<file path="config.mk">
export PLATFORM = sky130hd
export DESIGN_NAME = dual_stepper_move_controller
export DESIGN_NICKNAME = d
export VERILOG_FILES = /design/src/rtl/dsmc_pkg.sv /design/src/rtl/dsmc_cfg.sv /design/src/rtl/dsmc_center.sv /design/src/rtl/dsmc_core.sv /design/src/rtl/dual_stepper_move_controller.sv
export SDC_FILE = /design/constraint.sdc
export NUM_CORES = 1
export LEC_CHECK = 0
export ABC_CLOCK_PERIOD_IN_PS = 16100
export BUFFER_PORTS_ARGS = -buffer_cell sky130_fd_sc_hd__clkbuf_2
export CAP_MARGIN = 5
export CORE_MARGIN = 3
export CORE_UTILIZATION = 67
export CTS_CLUSTER_SIZE = 16
export DETAILED_ROUTE_END_ITERATION = 8
export PLACE_DENSITY = 0.87
export SLEW_MARGIN = 20
export SYNTH_ARGS = -nofsm -noshare
export SYNTH_HDL_FRONTEND = slang
export SYNTH_HIERARCHICAL = 1
export SYNTH_SLANG_ARGS = --single-unit
</file>
<file path="constraint.sdc">
create_clock -name clk_i -period 16.1 [get_ports clk_i]
set_input_delay 1.61 -clock clk_i [delete_from_list [all_inputs] [get_ports clk_i]]
set_output_delay 1.61 -clock clk_i [all_outputs]
set_load 0.01 [all_outputs]
</file>
<file path="src/rtl/dsmc_pkg.sv">
`timescale 1ns / 1ps
// Shared types, codes, constants and coil tables for the dual stepper move controller.
// No dependencies; imported by every rtl module of the block.
package dsmc_pkg;

  localparam int unsigned PhaseCountDef    = 8;
  localparam int unsigned StepCountBitsDef = 16;

  localparam int unsigned NumRegs = 8;
  localparam int unsigned AddrW   = 5;
  localparam int unsigned DataW   = 32;

  localparam logic [1:0] ModeStart = 2'd0;
  localparam logic [1:0] ModeTickL = 2'd1;
  localparam logic [1:0] ModeTickR = 2'd2;

  localparam logic [2:0] MvFwd     = 3'd0;
  localparam logic [2:0] MvHalf    = 3'd1;
  localparam logic [2:0] MvLeft    = 3'd2;
  localparam logic [2:0] MvRight   = 3'd3;
  localparam logic [2:0] MvBack    = 3'd4;
  localparam logic [2:0] MvQuarter = 3'd5;
  localparam logic [2:0] MvTurnL   = 3'd6;
  localparam logic [2:0] MvTurnR   = 3'd7;

  localparam logic [2:0] RegStepsBlock   = 3'd0;
  localparam logic [2:0] RegStepsQuarter = 3'd1;
  localparam logic [2:0] RegBaseReload   = 3'd2;
  localparam logic [2:0] RegWallLeft     = 3'd3;
  localparam logic [2:0] RegWallRight    = 3'd4;
  localparam logic [2:0] RegCenterLeft   = 3'd5;
  localparam logic [2:0] RegCenterRight  = 3'd6;
  localparam logic [2:0] RegFrontStop    = 3'd7;

  localparam logic [15:0] BaseReloadRst = 16'd65380;
  localparam logic [9:0]  FrontStopRst  = 10'd1023;
  localparam logic [15:0] ReloadTurn    = 16'd65350;
  localparam logic [15:0] ReloadBack    = 16'd65300;
  localparam logic [15:0] CenterStep    = 16'd5;
  localparam logic [15:0] CenterSpan    = 16'd35;

  typedef struct packed {
    logic [1:0] mode;
    logic [2:0] move;
    logic [9:0] left_reading;
    logic [9:0] right_reading;
    logic [9:0] front_reading;
  } dsmc_in_t;

  typedef struct packed {
    logic [3:0]  left_coils;
    logic [3:0]  right_coils;
    logic [15:0] left_timer_reload;
    logic [15:0] right_timer_reload;
    logic        moving;
    logic        move_done;
    logic        correcting;
  } dsmc_out_t;

  typedef struct packed {
    logic [15:0] steps_per_block;
    logic [14:0] steps_per_quarter_turn;
    logic [15:0] base_reload;
    logic [9:0]  wall_limit_left;
    logic [9:0]  wall_limit_right;
    logic [9:0]  center_limit_left;
    logic [9:0]  center_limit_right;
    logic [9:0]  front_stop_limit;
  } dsmc_cfg_t;

  typedef struct packed {
    logic [15:0] left_reload;
    logic [15:0] right_reload;
    logic        correcting;
  } dsmc_center_t;

  function automatic logic [3:0] seq_left(input logic [2:0] idx);
    logic [3:0] nib;
    case (idx)
      3'd0:    nib = 4'h9;
      3'd1:    nib = 4'h8;
      3'd2:    nib = 4'hA;
      3'd3:    nib = 4'h2;
      3'd4:    nib = 4'h6;
      3'd5:    nib = 4'h4;
      3'd6:    nib = 4'h5;
      default: nib = 4'h1;
    endcase
    return nib;
  endfunction

  function automatic logic [3:0] seq_right(input logic [2:0] idx);
    logic [3:0] nib;
    case (idx)
      3'd0:    nib = 4'h9;
      3'd1:    nib = 4'h1;
      3'd2:    nib = 4'h5;
      3'd3:    nib = 4'h4;
      3'd4:    nib = 4'h6;
      3'd5:    nib = 4'h2;
      3'd6:    nib = 4'hA;
      default: nib = 4'h8;
    endcase
    return nib;
  endfunction

endpackage

</file>
<file path="src/rtl/dsmc_cfg.sv">
`timescale 1ns / 1ps
// APB-style configuration register file for the move controller.
// Depends on dsmc_pkg.
module dsmc_cfg (
  input  logic                      clk_i,
  input  logic                      rst_ni,
  input  logic                      psel,
  input  logic                      penable,
  input  logic                      pwrite,
  input  logic [dsmc_pkg::AddrW-1:0] paddr,
  input  logic [dsmc_pkg::DataW-1:0] pwdata,
  output logic [dsmc_pkg::DataW-1:0] prdata,
  output logic                      pready,
  output dsmc_pkg::dsmc_cfg_t       cfg_o
);
  import dsmc_pkg::*;

  dsmc_cfg_t  cfg_q, cfg_d;
  logic [2:0] idx;
  logic       wr_en;

  assign idx    = paddr[AddrW-1:2];
  assign wr_en  = psel && penable && pwrite;
  assign pready = 1'b1;
  assign cfg_o  = cfg_q;

  always_comb begin
    cfg_d = cfg_q;
    if (wr_en) begin
      unique case (idx)
        RegStepsBlock:   cfg_d.steps_per_block        = pwdata[15:0];
        RegStepsQuarter: cfg_d.steps_per_quarter_turn = pwdata[14:0];
        RegBaseReload:   cfg_d.base_reload            = pwdata[15:0];
        RegWallLeft:     cfg_d.wall_limit_left        = pwdata[9:0];
        RegWallRight:    cfg_d.wall_limit_right       = pwdata[9:0];
        RegCenterLeft:   cfg_d.center_limit_left      = pwdata[9:0];
        RegCenterRight:  cfg_d.center_limit_right     = pwdata[9:0];
        RegFrontStop:    cfg_d.front_stop_limit       = pwdata[9:0];
        default:         cfg_d = cfg_q;
      endcase
    end
  end

  always_comb begin
    unique case (idx)
      RegStepsBlock:   prdata = {16'd0, cfg_q.steps_per_block};
      RegStepsQuarter: prdata = {17'd0, cfg_q.steps_per_quarter_turn};
      RegBaseReload:   prdata = {16'd0, cfg_q.base_reload};
      RegWallLeft:     prdata = {22'd0, cfg_q.wall_limit_left};
      RegWallRight:    prdata = {22'd0, cfg_q.wall_limit_right};
      RegCenterLeft:   prdata = {22'd0, cfg_q.center_limit_left};
      RegCenterRight:  prdata = {22'd0, cfg_q.center_limit_right};
      RegFrontStop:    prdata = {22'd0, cfg_q.front_stop_limit};
      default:         prdata = '0;
    endcase
  end

  always_ff @(posedge clk_i or negedge rst_ni) begin
    if (!rst_ni) begin
      cfg_q <= '{base_reload: BaseReloadRst, front_stop_limit: FrontStopRst, default: '0};
    end else begin
      cfg_q <= cfg_d;
    end
  end

endmodule

</file>
<file path="src/rtl/dsmc_center.sv">
`timescale 1ns / 1ps
// Wall centering: nudges the two timer reloads around the base reload.
// Depends on dsmc_pkg.
module dsmc_center (
  input  dsmc_pkg::dsmc_cfg_t    cfg_i,
  input  logic [15:0]            left_reload_i,
  input  logic [15:0]            right_reload_i,
  input  logic [9:0]             left_reading_i,
  input  logic [9:0]             right_reading_i,
  output dsmc_pkg::dsmc_center_t res_o
);
  import dsmc_pkg::*;

  logic signed [18:0] base, hi, lo, step;
  logic signed [18:0] l1, r1, l2, r2;
  logic               near_r, near_l, wall_miss;

  function automatic logic [15:0] sat16(input logic signed [18:0] v);
    logic [15:0] res;
    if (v < 0) begin
      res = 16'd0;
    end else if (v > 19'sd65535) begin
      res = 16'hFFFF;
    end else begin
      res = v[15:0];
    end
    return res;
  endfunction

  always_comb begin
    base      = signed'({3'b000, cfg_i.base_reload});
    step      = signed'({3'b000, CenterStep});
    hi        = base + signed'({3'b000, CenterSpan});
    lo        = base - signed'({3'b000, CenterSpan});
    near_r    = right_reading_i < cfg_i.center_limit_right;
    near_l    = left_reading_i < cfg_i.center_limit_left;
    wall_miss = (right_reading_i < cfg_i.wall_limit_right) ||
                (left_reading_i < cfg_i.wall_limit_left);

    l1 = signed'({3'b000, left_reload_i});
    r1 = signed'({3'b000, right_reload_i});
    if (near_r) begin
      l1 = l1 + step;
      r1 = r1 - step;
      if (l1 > hi) l1 = hi;
      if (r1 < lo) r1 = lo;
    end
    l2 = l1;
    r2 = r1;
    if (near_l) begin
      l2 = l1 - step;
      r2 = r1 + step;
      if (r2 > hi) r2 = hi;
      if (l2 < lo) l2 = lo;
    end

    if (wall_miss || !(near_r || near_l)) begin
      res_o.left_reload  = cfg_i.base_reload;
      res_o.right_reload = cfg_i.base_reload;
      res_o.correcting   = 1'b0;
    end else begin
      res_o.left_reload  = sat16(l2);
      res_o.right_reload = sat16(r2);
      res_o.correcting   = 1'b1;
    end
  end

endmodule

</file>
<file path="src/rtl/dsmc_core.sv">
`timescale 1ns / 1ps
// Move state: active move, phases, step counters, reloads and coil nibbles.
// Depends on dsmc_pkg and dsmc_center.
module dsmc_core #(
  parameter int unsigned PHASE_COUNT     = dsmc_pkg::PhaseCountDef,
  parameter int unsigned STEP_COUNT_BITS = dsmc_pkg::StepCountBitsDef
) (
  input  logic                 clk_i,
  input  logic                 rst_ni,
  input  logic                 fire_i,
  input  dsmc_pkg::dsmc_in_t   req_i,
  input  dsmc_pkg::dsmc_cfg_t  cfg_i,
  output dsmc_pkg::dsmc_out_t  res_o
);
  import dsmc_pkg::*;

  localparam int unsigned PhaseW = $clog2(PHASE_COUNT);
  localparam int unsigned CntW   = STEP_COUNT_BITS;
  localparam int unsigned CmpW   = (CntW > 17) ? CntW : 17;
  localparam logic [PhaseW-1:0] PhaseLast = PhaseW'(PHASE_COUNT - 1);

  logic [2:0]        move_q, move_d;
  logic              busy_q, busy_d;
  logic [PhaseW-1:0] lph_q, lph_d, rph_q, rph_d;
  logic [CntW-1:0]   lcnt_q, lcnt_d, rcnt_q, rcnt_d;
  logic [15:0]       lrel_q, lrel_d, rrel_q, rrel_d;
  logic [3:0]        lnib_q, lnib_d, rnib_q, rnib_d;

  dsmc_center_t center;
  logic [16:0]  tgt;
  logic         stop, check_reach, reached, done, corr;
  logic         front_hit;

  function automatic logic [PhaseW-1:0] ph_fwd(input logic [PhaseW-1:0] p);
    return (p >= PhaseLast) ? '0 : p + 1'b1;
  endfunction

  function automatic logic [PhaseW-1:0] ph_back(input logic [PhaseW-1:0] p);
    return ((p == '0) || (p > PhaseLast)) ? PhaseLast : p - 1'b1;
  endfunction

  function automatic logic [CntW-1:0] cnt_inc(input logic [CntW-1:0] c);
    return (c == '1) ? c : c + 1'b1;
  endfunction

  dsmc_center u_center (
    .cfg_i           (cfg_i),
    .left_reload_i   (lrel_q),
    .right_reload_i  (rrel_q),
    .left_reading_i  (req_i.left_reading),
    .right_reading_i (req_i.right_reading),
    .res_o           (center)
  );

  assign front_hit = req_i.front_reading > cfg_i.front_stop_limit;

  always_comb begin
    case (move_d) inside
      MvFwd:                    tgt = {1'b0, cfg_i.steps_per_block};
      MvHalf, MvTurnL, MvTurnR: tgt = {2'b00, cfg_i.steps_per_block[15:1]};
      MvLeft, MvRight:          tgt = {2'b00, cfg_i.steps_per_quarter_turn};
      MvBack:                   tgt = {1'b0, cfg_i.steps_per_quarter_turn, 1'b0};
      default:                  tgt = {3'b000, cfg_i.steps_per_block[15:2]};
    endcase
  end

  always_comb begin
    case (move_d)
      MvTurnL: reached = CmpW'(rcnt_d) >= CmpW'(tgt);
      MvTurnR: reached = CmpW'(lcnt_d) >= CmpW'(tgt);
      default: reached = (CmpW'(lcnt_d) >= CmpW'(tgt)) && (CmpW'(rcnt_d) >= CmpW'(tgt));
    endcase
  end

  always_comb begin
    move_d      = move_q;
    busy_d      = busy_q;
    lph_d       = lph_q;
    rph_d       = rph_q;
    lcnt_d      = lcnt_q;
    rcnt_d      = rcnt_q;
    lrel_d      = lrel_q;
    rrel_d      = rrel_q;
    lnib_d      = lnib_q;
    rnib_d      = rnib_q;
    stop        = 1'b0;
    check_reach = 1'b0;
    corr        = 1'b0;
    case (req_i.mode) inside
      ModeStart: begin
        move_d      = req_i.move;
        busy_d      = 1'b1;
        lcnt_d      = '0;
        rcnt_d      = '0;
        check_reach = 1'b1;
        stop        = (req_i.move == MvHalf) && front_hit;
        if (req_i.move == MvLeft || req_i.move == MvRight) begin
          lrel_d = ReloadTurn;
          rrel_d = ReloadTurn;
        end else if (req_i.move == MvBack) begin
          lrel_d = ReloadBack;
          rrel_d = ReloadBack;
        end
      end
      ModeTickL, ModeTickR: begin
        if (busy_q) begin
          if (req_i.mode == ModeTickL) begin
            case (move_q) inside
              MvLeft: begin
                lnib_d = seq_left(3'(lph_q));
                lph_d  = ph_back(lph_q);
              end
              MvRight, MvBack, MvFwd, MvHalf: begin
                lnib_d = seq_left(3'(lph_q));
                lph_d  = ph_fwd(lph_q);
              end
              default: lnib_d = lnib_q;
            endcase
          end else begin
            case (move_q) inside
              MvRight, MvBack: begin
                rnib_d = seq_right(3'(rph_q));
                rph_d  = ph_back(rph_q);
              end
              MvFwd, MvHalf, MvLeft: begin
                rnib_d = seq_right(3'(rph_q));
                rph_d  = ph_fwd(rph_q);
              end
              default: rnib_d = rnib_q;
            endcase
          end
          if (move_q == MvHalf && front_hit) begin
            stop = 1'b1;
          end else begin
            check_reach = 1'b1;
            if (move_q == MvHalf) begin
              lrel_d = center.left_reload;
              rrel_d = center.right_reload;
              corr   = center.correcting;
            end
            if (req_i.mode == ModeTickL) begin
              lcnt_d = cnt_inc(lcnt_q);
            end else begin
              rcnt_d = cnt_inc(rcnt_q);
            end
          end
        end
      end
      default: busy_d = busy_q;
    endcase
    done = stop || (check_reach && reached);
    if (done) busy_d = 1'b0;
  end

  assign res_o.left_coils         = lnib_d;
  assign res_o.right_coils        = rnib_d;
  assign res_o.left_timer_reload  = lrel_d;
  assign res_o.right_timer_reload = rrel_d;
  assign res_o.moving             = busy_d;
  assign res_o.move_done          = done;
  assign res_o.correcting         = corr;

  always_ff @(posedge clk_i or negedge rst_ni) begin
    if (!rst_ni) begin
      move_q <= '0;
      busy_q <= 1'b0;
      lph_q  <= '0;
      rph_q  <= '0;
      lcnt_q <= '0;
      rcnt_q <= '0;
      lrel_q <= '0;
      rrel_q <= '0;
      lnib_q <= '0;
      rnib_q <= '0;
    end else if (fire_i) begin
      move_q <= move_d;
      busy_q <= busy_d;
      lph_q  <= lph_d;
      rph_q  <= rph_d;
      lcnt_q <= lcnt_d;
      rcnt_q <= rcnt_d;
      lrel_q <= lrel_d;
      rrel_q <= rrel_d;
      lnib_q <= lnib_d;
      rnib_q <= rnib_d;
    end
  end

endmodule

</file>
<file path="src/rtl/dual_stepper_move_controller.sv">
`timescale 1ns / 1ps
// Dual stepper move controller top: request register, move core, result register, config.
// An accepted request is held in the input register, then its result in the result register.
// Throughput: one request per cycle without stalls; a stalled result lets in one more.
// Reset: asynchronous, active low; clears move state, empties both registers and loads
// the register defaults (base reload 65380, front stop limit 1023, all others 0).
// Depends on dsmc_pkg, dsmc_cfg, dsmc_core.
module dual_stepper_move_controller #(
  parameter int unsigned PHASE_COUNT     = dsmc_pkg::PhaseCountDef,
  parameter int unsigned STEP_COUNT_BITS = dsmc_pkg::StepCountBitsDef
) (
  input  logic                       clk_i,
  input  logic                       rst_ni,
  input  logic                       in_valid_i,
  output logic                       in_stall_o,
  input  dsmc_pkg::dsmc_in_t         in_req_i,
  output logic                       out_valid_o,
  input  logic                       out_stall_i,
  output dsmc_pkg::dsmc_out_t        out_res_o,
  input  logic                       psel,
  input  logic                       penable,
  input  logic                       pwrite,
  input  logic [dsmc_pkg::AddrW-1:0] paddr,
  input  logic [dsmc_pkg::DataW-1:0] pwdata,
  output logic [dsmc_pkg::DataW-1:0] prdata,
  output logic                       pready
);
  import dsmc_pkg::*;

  dsmc_cfg_t cfg;
  dsmc_in_t  in_q;
  dsmc_out_t res, out_q;
  logic      in_valid_q, in_valid_d, out_valid_q, out_valid_d;
  logic      accept, advance;

  assign advance     = in_valid_q && (!out_valid_q || !out_stall_i);
  assign in_stall_o  = in_valid_q && !advance;
  assign accept      = in_valid_i && !in_stall_o;
  assign in_valid_d  = accept || (in_valid_q && !advance);
  assign out_valid_d = advance || (out_valid_q && out_stall_i);
  assign out_valid_o = out_valid_q;
  assign out_res_o   = out_q;

  dsmc_cfg u_cfg (
    .clk_i   (clk_i),
    .rst_ni  (rst_ni),
    .psel    (psel),
    .penable (penable),
    .pwrite  (pwrite),
    .paddr   (paddr),
    .pwdata  (pwdata),
    .prdata  (prdata),
    .pready  (pready),
    .cfg_o   (cfg)
  );

  dsmc_core #(
    .PHASE_COUNT     (PHASE_COUNT),
    .STEP_COUNT_BITS (STEP_COUNT_BITS)
  ) u_core (
    .clk_i  (clk_i),
    .rst_ni (rst_ni),
    .fire_i (advance),
    .req_i  (in_q),
    .cfg_i  (cfg),
    .res_o  (res)
  );

  always_ff @(posedge clk_i or negedge rst_ni) begin
    if (!rst_ni) begin
      in_valid_q  <= 1'b0;
      out_valid_q <= 1'b0;
    end else begin
      in_valid_q  <= in_valid_d;
      out_valid_q <= out_valid_d;
    end
  end

  always_ff @(posedge clk_i) begin
    if (accept) in_q <= in_req_i;
    if (advance) out_q <= res;
  end

endmodule

</file>
After elaboration in Yosys (flattened, before gate mapping). Index checks and enable logic that the tools add are counted.

Input port bits: 79. Register bits: 259. Output and inout bits: 78. Logic and storage cells: 233.

Reduce and logical (&&, ||, !) cells: 50. Bitwise operators: 5. Eq/ne operators: 37. $lt $le $gt $ge: 19. Mux-type cells: 78. $add $sub $neg: 12.

Operators with widths (number): $mux W16 (33); $pmux W32 S8 (1); $mux W19 (8); $pmux W4 S7 (2); $mux W4 (12); $eq A3 B3 Y1 const B (15); $lt A10 B10 Y1 (4); $gt A19 B17 Y1 const B (2); $lt A19 B1 Y1 const B (2); $eq A3 B2 Y1 const B (12); $ge A16 B17 Y1 (2); $mux W33 (1); $add A16 B1 Y16 const B (2); $eq A16 B16 Y1 const B (2); $mux W3 (9); $add A19 B4 Y19 const B (1); $gt A18 B19 Y1 (1); $gt A19 B19 Y1 (1); $lt A19 B17 Y1 (1); $sub A19 B4 Y19 const B (1); $eq A3 B1 Y1 const B (6); $add A16 B3 Y17 const B (1); $add A16 B6 Y17 const B (1); $lt A17 B17 Y1 (1); 25 further kinds (80).

Logic depth before layout (Yosys ltp).
Depth in word-level cells: 17. Depth in mapped cells: 48. Gate-level depth less buffers: 44.

By module. The synthesis kept the hierarchy.

Modules (own cells, without submodules): dsmc_core (cells each 1041, instances 1, area an instance 8022.7 sq um, seq. area each 2052.0 sq um); dsmc_center (cells each 1064, instances 1, area an instance 7146.9 sq um, seq. area each 0.0 sq um); dsmc_cfg (cells each 337, instances 1, area an instance 4609.4 sq um, seq. area each 2453.6 sq um); dual_stepper_move_controller (cells each 86, instances 1, area an instance 2434.8 sq um, seq. area each 2392.3 sq um).

Worst setup path after synthesis. OpenSTA, ideal clock, no wires.

Path type: register to register. Start: register u_cfg.cfg_q, in the netlist u_cfg/cfg_o[50]. End: register u_core.lrel_q[7]. Setup time: 116 ps. Cell stages (with the launch flop): 46. Arrival time: 8427 ps. Path buffers: 4. Data required time: 15984 ps. Clock period less this slack: 8543 ps. Setup slack: 7557 ps. Path through: dfrtp_1 -> buf_2 -> inv_1 -> ha_1 -> and4b_1 -> o21a_1 -> and4_1 -> xnor2_1 -> ha_1 -> a41o_1 -> o31ai_1 -> o221ai_1 -> nand3_1 -> buf_2 -> buf_2 -> o211ai_1 -> o21ai_0 -> ha_1 -> [... 10 more ...] -> a21o_1 -> a21o_1 -> a21o_1 -> a21o_1 -> a211oi_1 -> a21oi_1 -> and4b_1 -> o21ai_0 -> and3b_1 -> o221ai_1 -> o22ai_2 -> o31a_1 -> a2bb2oi_2 -> buf_2 -> nor2_1 -> o21ai_0 -> inv_1 -> o311ai_0.

RTL lines: from (decl) (RTL line dsmc_cfg.sv:18) `dsmc_cfg_t cfg_q, cfg_d;`; from (signal assigned) (RTL line dsmc_cfg.sv:62) `cfg_q <= cfg_d;`; to (signal assigned) (RTL line dsmc_core.sv:182) `lrel_q <= lrel_d;`; to (decl) (RTL line dsmc_core.sv:26) `logic [15:0] lrel_q, lrel_d, rrel_q, rrel_d;`.

==> results.sh <==
export IMPL_crit_type="flip-flop to flip-flop"
export IMPL_fillers=2371
export IMPL_worstMarginPinSlew_ps=1170
export IMPL_die_w_um=188
export IMPL_row_count=66
export IMPL_syn_area_um2=22200
export IMPL_relSlewSlack_pct=21.4
export IMPL_wl_per_cell_um=23.6
export IMPL_die_h_um=188
export IMPL_synthCells=2528
export IMPL_syn2layout_area_growth_pct=7.05
export IMPL_p_leak_uw=0.00997
export IMPL_grt_overflow=0
export IMPL_p_per_area_nw_per_um2=150
export IMPL_drt_total_wl_mm=70.9
export IMPL_drtIter0Drc=3021
export IMPL_ir_drop_mv=0.105
export IMPL_via_count=21268
export IMPL_cts_buffers=29
export IMPL_place_gp_congestion=1.03
export IMPL_antenna_found_initial=0
export IMPL_cts_path_max_buffers=3
export IMPL_cts_root_buf="clkbuf_16"
export IMPL_hold_buffers=0
export IMPL_portBuffers=121
export IMPL_clk_pin_slew_worst_paths_ps=60
export IMPL_synthFlopType="dfrtp_1"
export IMPL_grt_usage_pct=38.8
export IMPL_dieArea_um2=35400
export IMPL_drv_slew=0
export IMPL_htree_num_levels=1
export IMPL_setup_violations=0
export IMPL_achievable_frequency_mhz=89.9
export IMPL_critPathLaunchType="flip-flop"
export IMPL_grt_pass1_vias=20188
export IMPL_rsz0062_at_grt="false"
export IMPL_async_flop_share_pct=69.9
export IMPL_first_pass_iters=6
export IMPL_cts_tree="done"
export IMPL_yosysWarnings=6
export IMPL_fin_skew_ps=16.8
export IMPL_finalCriticalPeriod_ps=11120
export IMPL_cpPeakStageDelay_ps=920
export IMPL_required_ps=16370
export IMPL_end_kind="flip-flop"
export IMPL_drv_cap=0
export IMPL_cts_sink_count=259
export IMPL_hold_depth=2
export IMPL_drive_above_1_share_pct=15.9
export IMPL_ioPinCount=157
export IMPL_yosysSeqAreaShare_pct=31.1
export IMPL_ctsResizeCount=0
export IMPL_path_max_fanout=37
export IMPL_avgViaCountPerCell=7.07
export IMPL_drc=0
export IMPL_postCtsSetupBuffers=0
export IMPL_grt_pass1_wl_mm=111
export IMPL_synth_distinct_cells=119
export IMPL_status="completed"
export IMPL_worstHoldPathType="flip-flop to flip-flop"
export IMPL_layout_commonest_cell="nand2_1"
export IMPL_post_place_ws_ps=5380
export IMPL_syn_avg_cell_area_um2=8.79
export IMPL_ant_nets=0
export IMPL_crit_top_cell="a21o_1"
export IMPL_synth_edf_count=78
export IMPL_crit_arrival_ps=11390
export IMPL_finalCritPeriodShare_pct=69.1
export IMPL_coreArea_um2=32600
export IMPL_synth_seq_cells=259
export IMPL_layout_nets=2779
export IMPL_grt_max_degree=86
export IMPL_setup_tns_ps=0
export IMPL_clk_latency_ps=570
export IMPL_start_util_pct=68.1
export IMPL_num_antenna_cells=0
export IMPL_hold_violations=0
export IMPL_timing_final_ws_setup_ps=4980
export IMPL_dpl_hpwl_mm=51.1
export IMPL_slowest_stage="o21ai_1"
export IMPL_layout_common_cells="nand2_1, nor2_1, a21oi_1"
export IMPL_r2r_cells=42
[where the power goes]
part           switching, uW  leakage [uW]  internal [uW]
logic                   1180       0.00657            708
registers                181       0.00292            814
clock network            279      0.000471            399
total                   1640       0.00997           1920
[final timing paths]
kind	start	to	slack, ps
worst max-delay path	u_cfg/cfg_o[50]	out_res_o[21]	4980
worst min-delay path	u_core/rnib_q[0]	u_core/rnib_q[0]	480
worst max register to register	u_cfg/cfg_o[50]	out_res_o[21]	4980
worst min register to register	u_core/rnib_q[0]	u_core/rnib_q[0]	480
max in group asynchronous	rst_ni	u_core/rrel_q[11]	13790
min in group asynchronous	rst_ni	u_cfg/cfg_o[20]	1010
[layer usage]
metal  vias up  part of all wire (%)  track usage (%)
met5         -                     0                0
met4         0                   4.3             15.1
met3       218                    11             6.58
met2      1441                    46             62.5
met1     10114                    39             52.5
li1       9495                     -                -
[cell type report]
| type | instances | area [um^2] | area share (%) |
|---|---|---|---|
| Clock inverter | 14 | 160 | 0.674 |
| Timing Repair Buffer | 145 | 792 | 3.33 |
| Inverter | 130 | 488 | 2.05 |
| Sequential cell | 259 | 6900 | 29.0 |
| Clock buffer | 40 | 807 | 3.39 |
| Multi-Input combinational cell | 1980 | 14100 | 59.2 |
| Tap cell | 442 | 553 | 2.33 |
[worst max-delay path: cells and delay by family (launching register included)]
family | cells | cell delay [ps]
AND/OR/NAND/NOR | 9 | 1780
AO/OA/AOI/OAI | 21 | 5060
adder cells (fa/ha/maj) | 4 | 1180
buffers and inverters | 4 | 1090
multiplexers | 2 | 470
XOR/XNOR | 2 | 520
flip-flops | 1 | 710
[sequential cells by signal (all words and copies together), names as in the netlist, 16 cells and up]
signal	flops
u_cfg/cfg_o	97
u_core/lrel_q	16
in_q	35
u_core/rrel_q	16
u_core/lcnt_q	16
out_res_o	43
u_core/rcnt_q	16
[cell usage after synthesis (11+ instances only)]
| library cell | count | area, um^2 |
|---|---|---|
| nand2_1 | 191 | 717 |
| nor2_1 | 187 | 702 |
| a21oi_1 | 172 | 861 |
| dfrtp_1 | 160 | 4000 |
| ha_1 | 155 | 1940 |
| inv_1 | 130 | 488 |
| o21ai_0 | 129 | 646 |
| mux2_2 | 110 | 1240 |
| clkbuf_1 | 95 | 357 |
| mux2i_1 | 92 | 921 |
| nand3_1 | 85 | 425 |
| edfxtp_1 | 78 | 2340 |
| nor3_1 | 51 | 255 |
| xnor2_1 | 47 | 412 |
| nand4_1 | 42 | 263 |
| a211oi_1 | 37 | 278 |
| buf_2 | 37 | 185 |
| a31oi_1 | 35 | 219 |
| o22ai_1 | 34 | 213 |
| xor2_1 | 33 | 289 |
| nand2b_1 | 32 | 200 |
| o211ai_1 | 32 | 240 |
| buf_4 | 29 | 218 |
| a21o_1 | 26 | 195 |
| or3_1 | 23 | 144 |
| and3_1 | 22 | 138 |
| o221ai_1 | 22 | 193 |
| o311ai_0 | 22 | 193 |
| o31ai_1 | 22 | 165 |
| dfstp_2 | 21 | 552 |
| and2_1 | 20 | 125 |
| nor2b_1 | 19 | 119 |
| nor4_1 | 18 | 113 |
| o21ai_1 | 18 | 90.1 |
| a221oi_1 | 17 | 149 |
| or2_2 | 17 | 106 |
| or4_1 | 17 | 128 |
| o21a_1 | 14 | 105 |
| a22oi_1 | 12 | 90.1 |
| nor3b_1 | 12 | 90.1 |
| o311a_1 | 11 | 110 |
[cells by family (layout without fill, tap and decap cells)]
family	Yosys count	after routing	synth area share, %
AO/OA/AOI/OAI	733	733	22.6
XOR/XNOR	82	82	3.30
adder cells (fa/ha/maj)	158	158	8.87
buffers and inverters	304	329	6.04
flip-flops	259	259	31.1
multiplexers	203	203	9.82
other	2	17	0.0338
AND/OR/NAND/NOR	787	787	18.3
[stage by stage]
| stage | util (%) | hold WS (ps) | cell area [um^2] | instances | power (uW) |
|---|---|---|---|---|---|
| final | 72.9 | 483 | 23800 | 3010 | 3560 |
| after global routing | 72.9 | 526 | 23800 | 3010 | 3770 |
| after CTS | 72.9 | 489 | 23800 | 3010 | 3490 |
| after detailed placement | 69.9 | 476 | 22800 | 2956 | 2800 |
| after global placement | 69.9 | 468 | 22800 | 2956 | 2710 |
| after floorplan | - | 450 | 22300 | 2543 | 2310 |
Power figures use the tool's default switching activity.
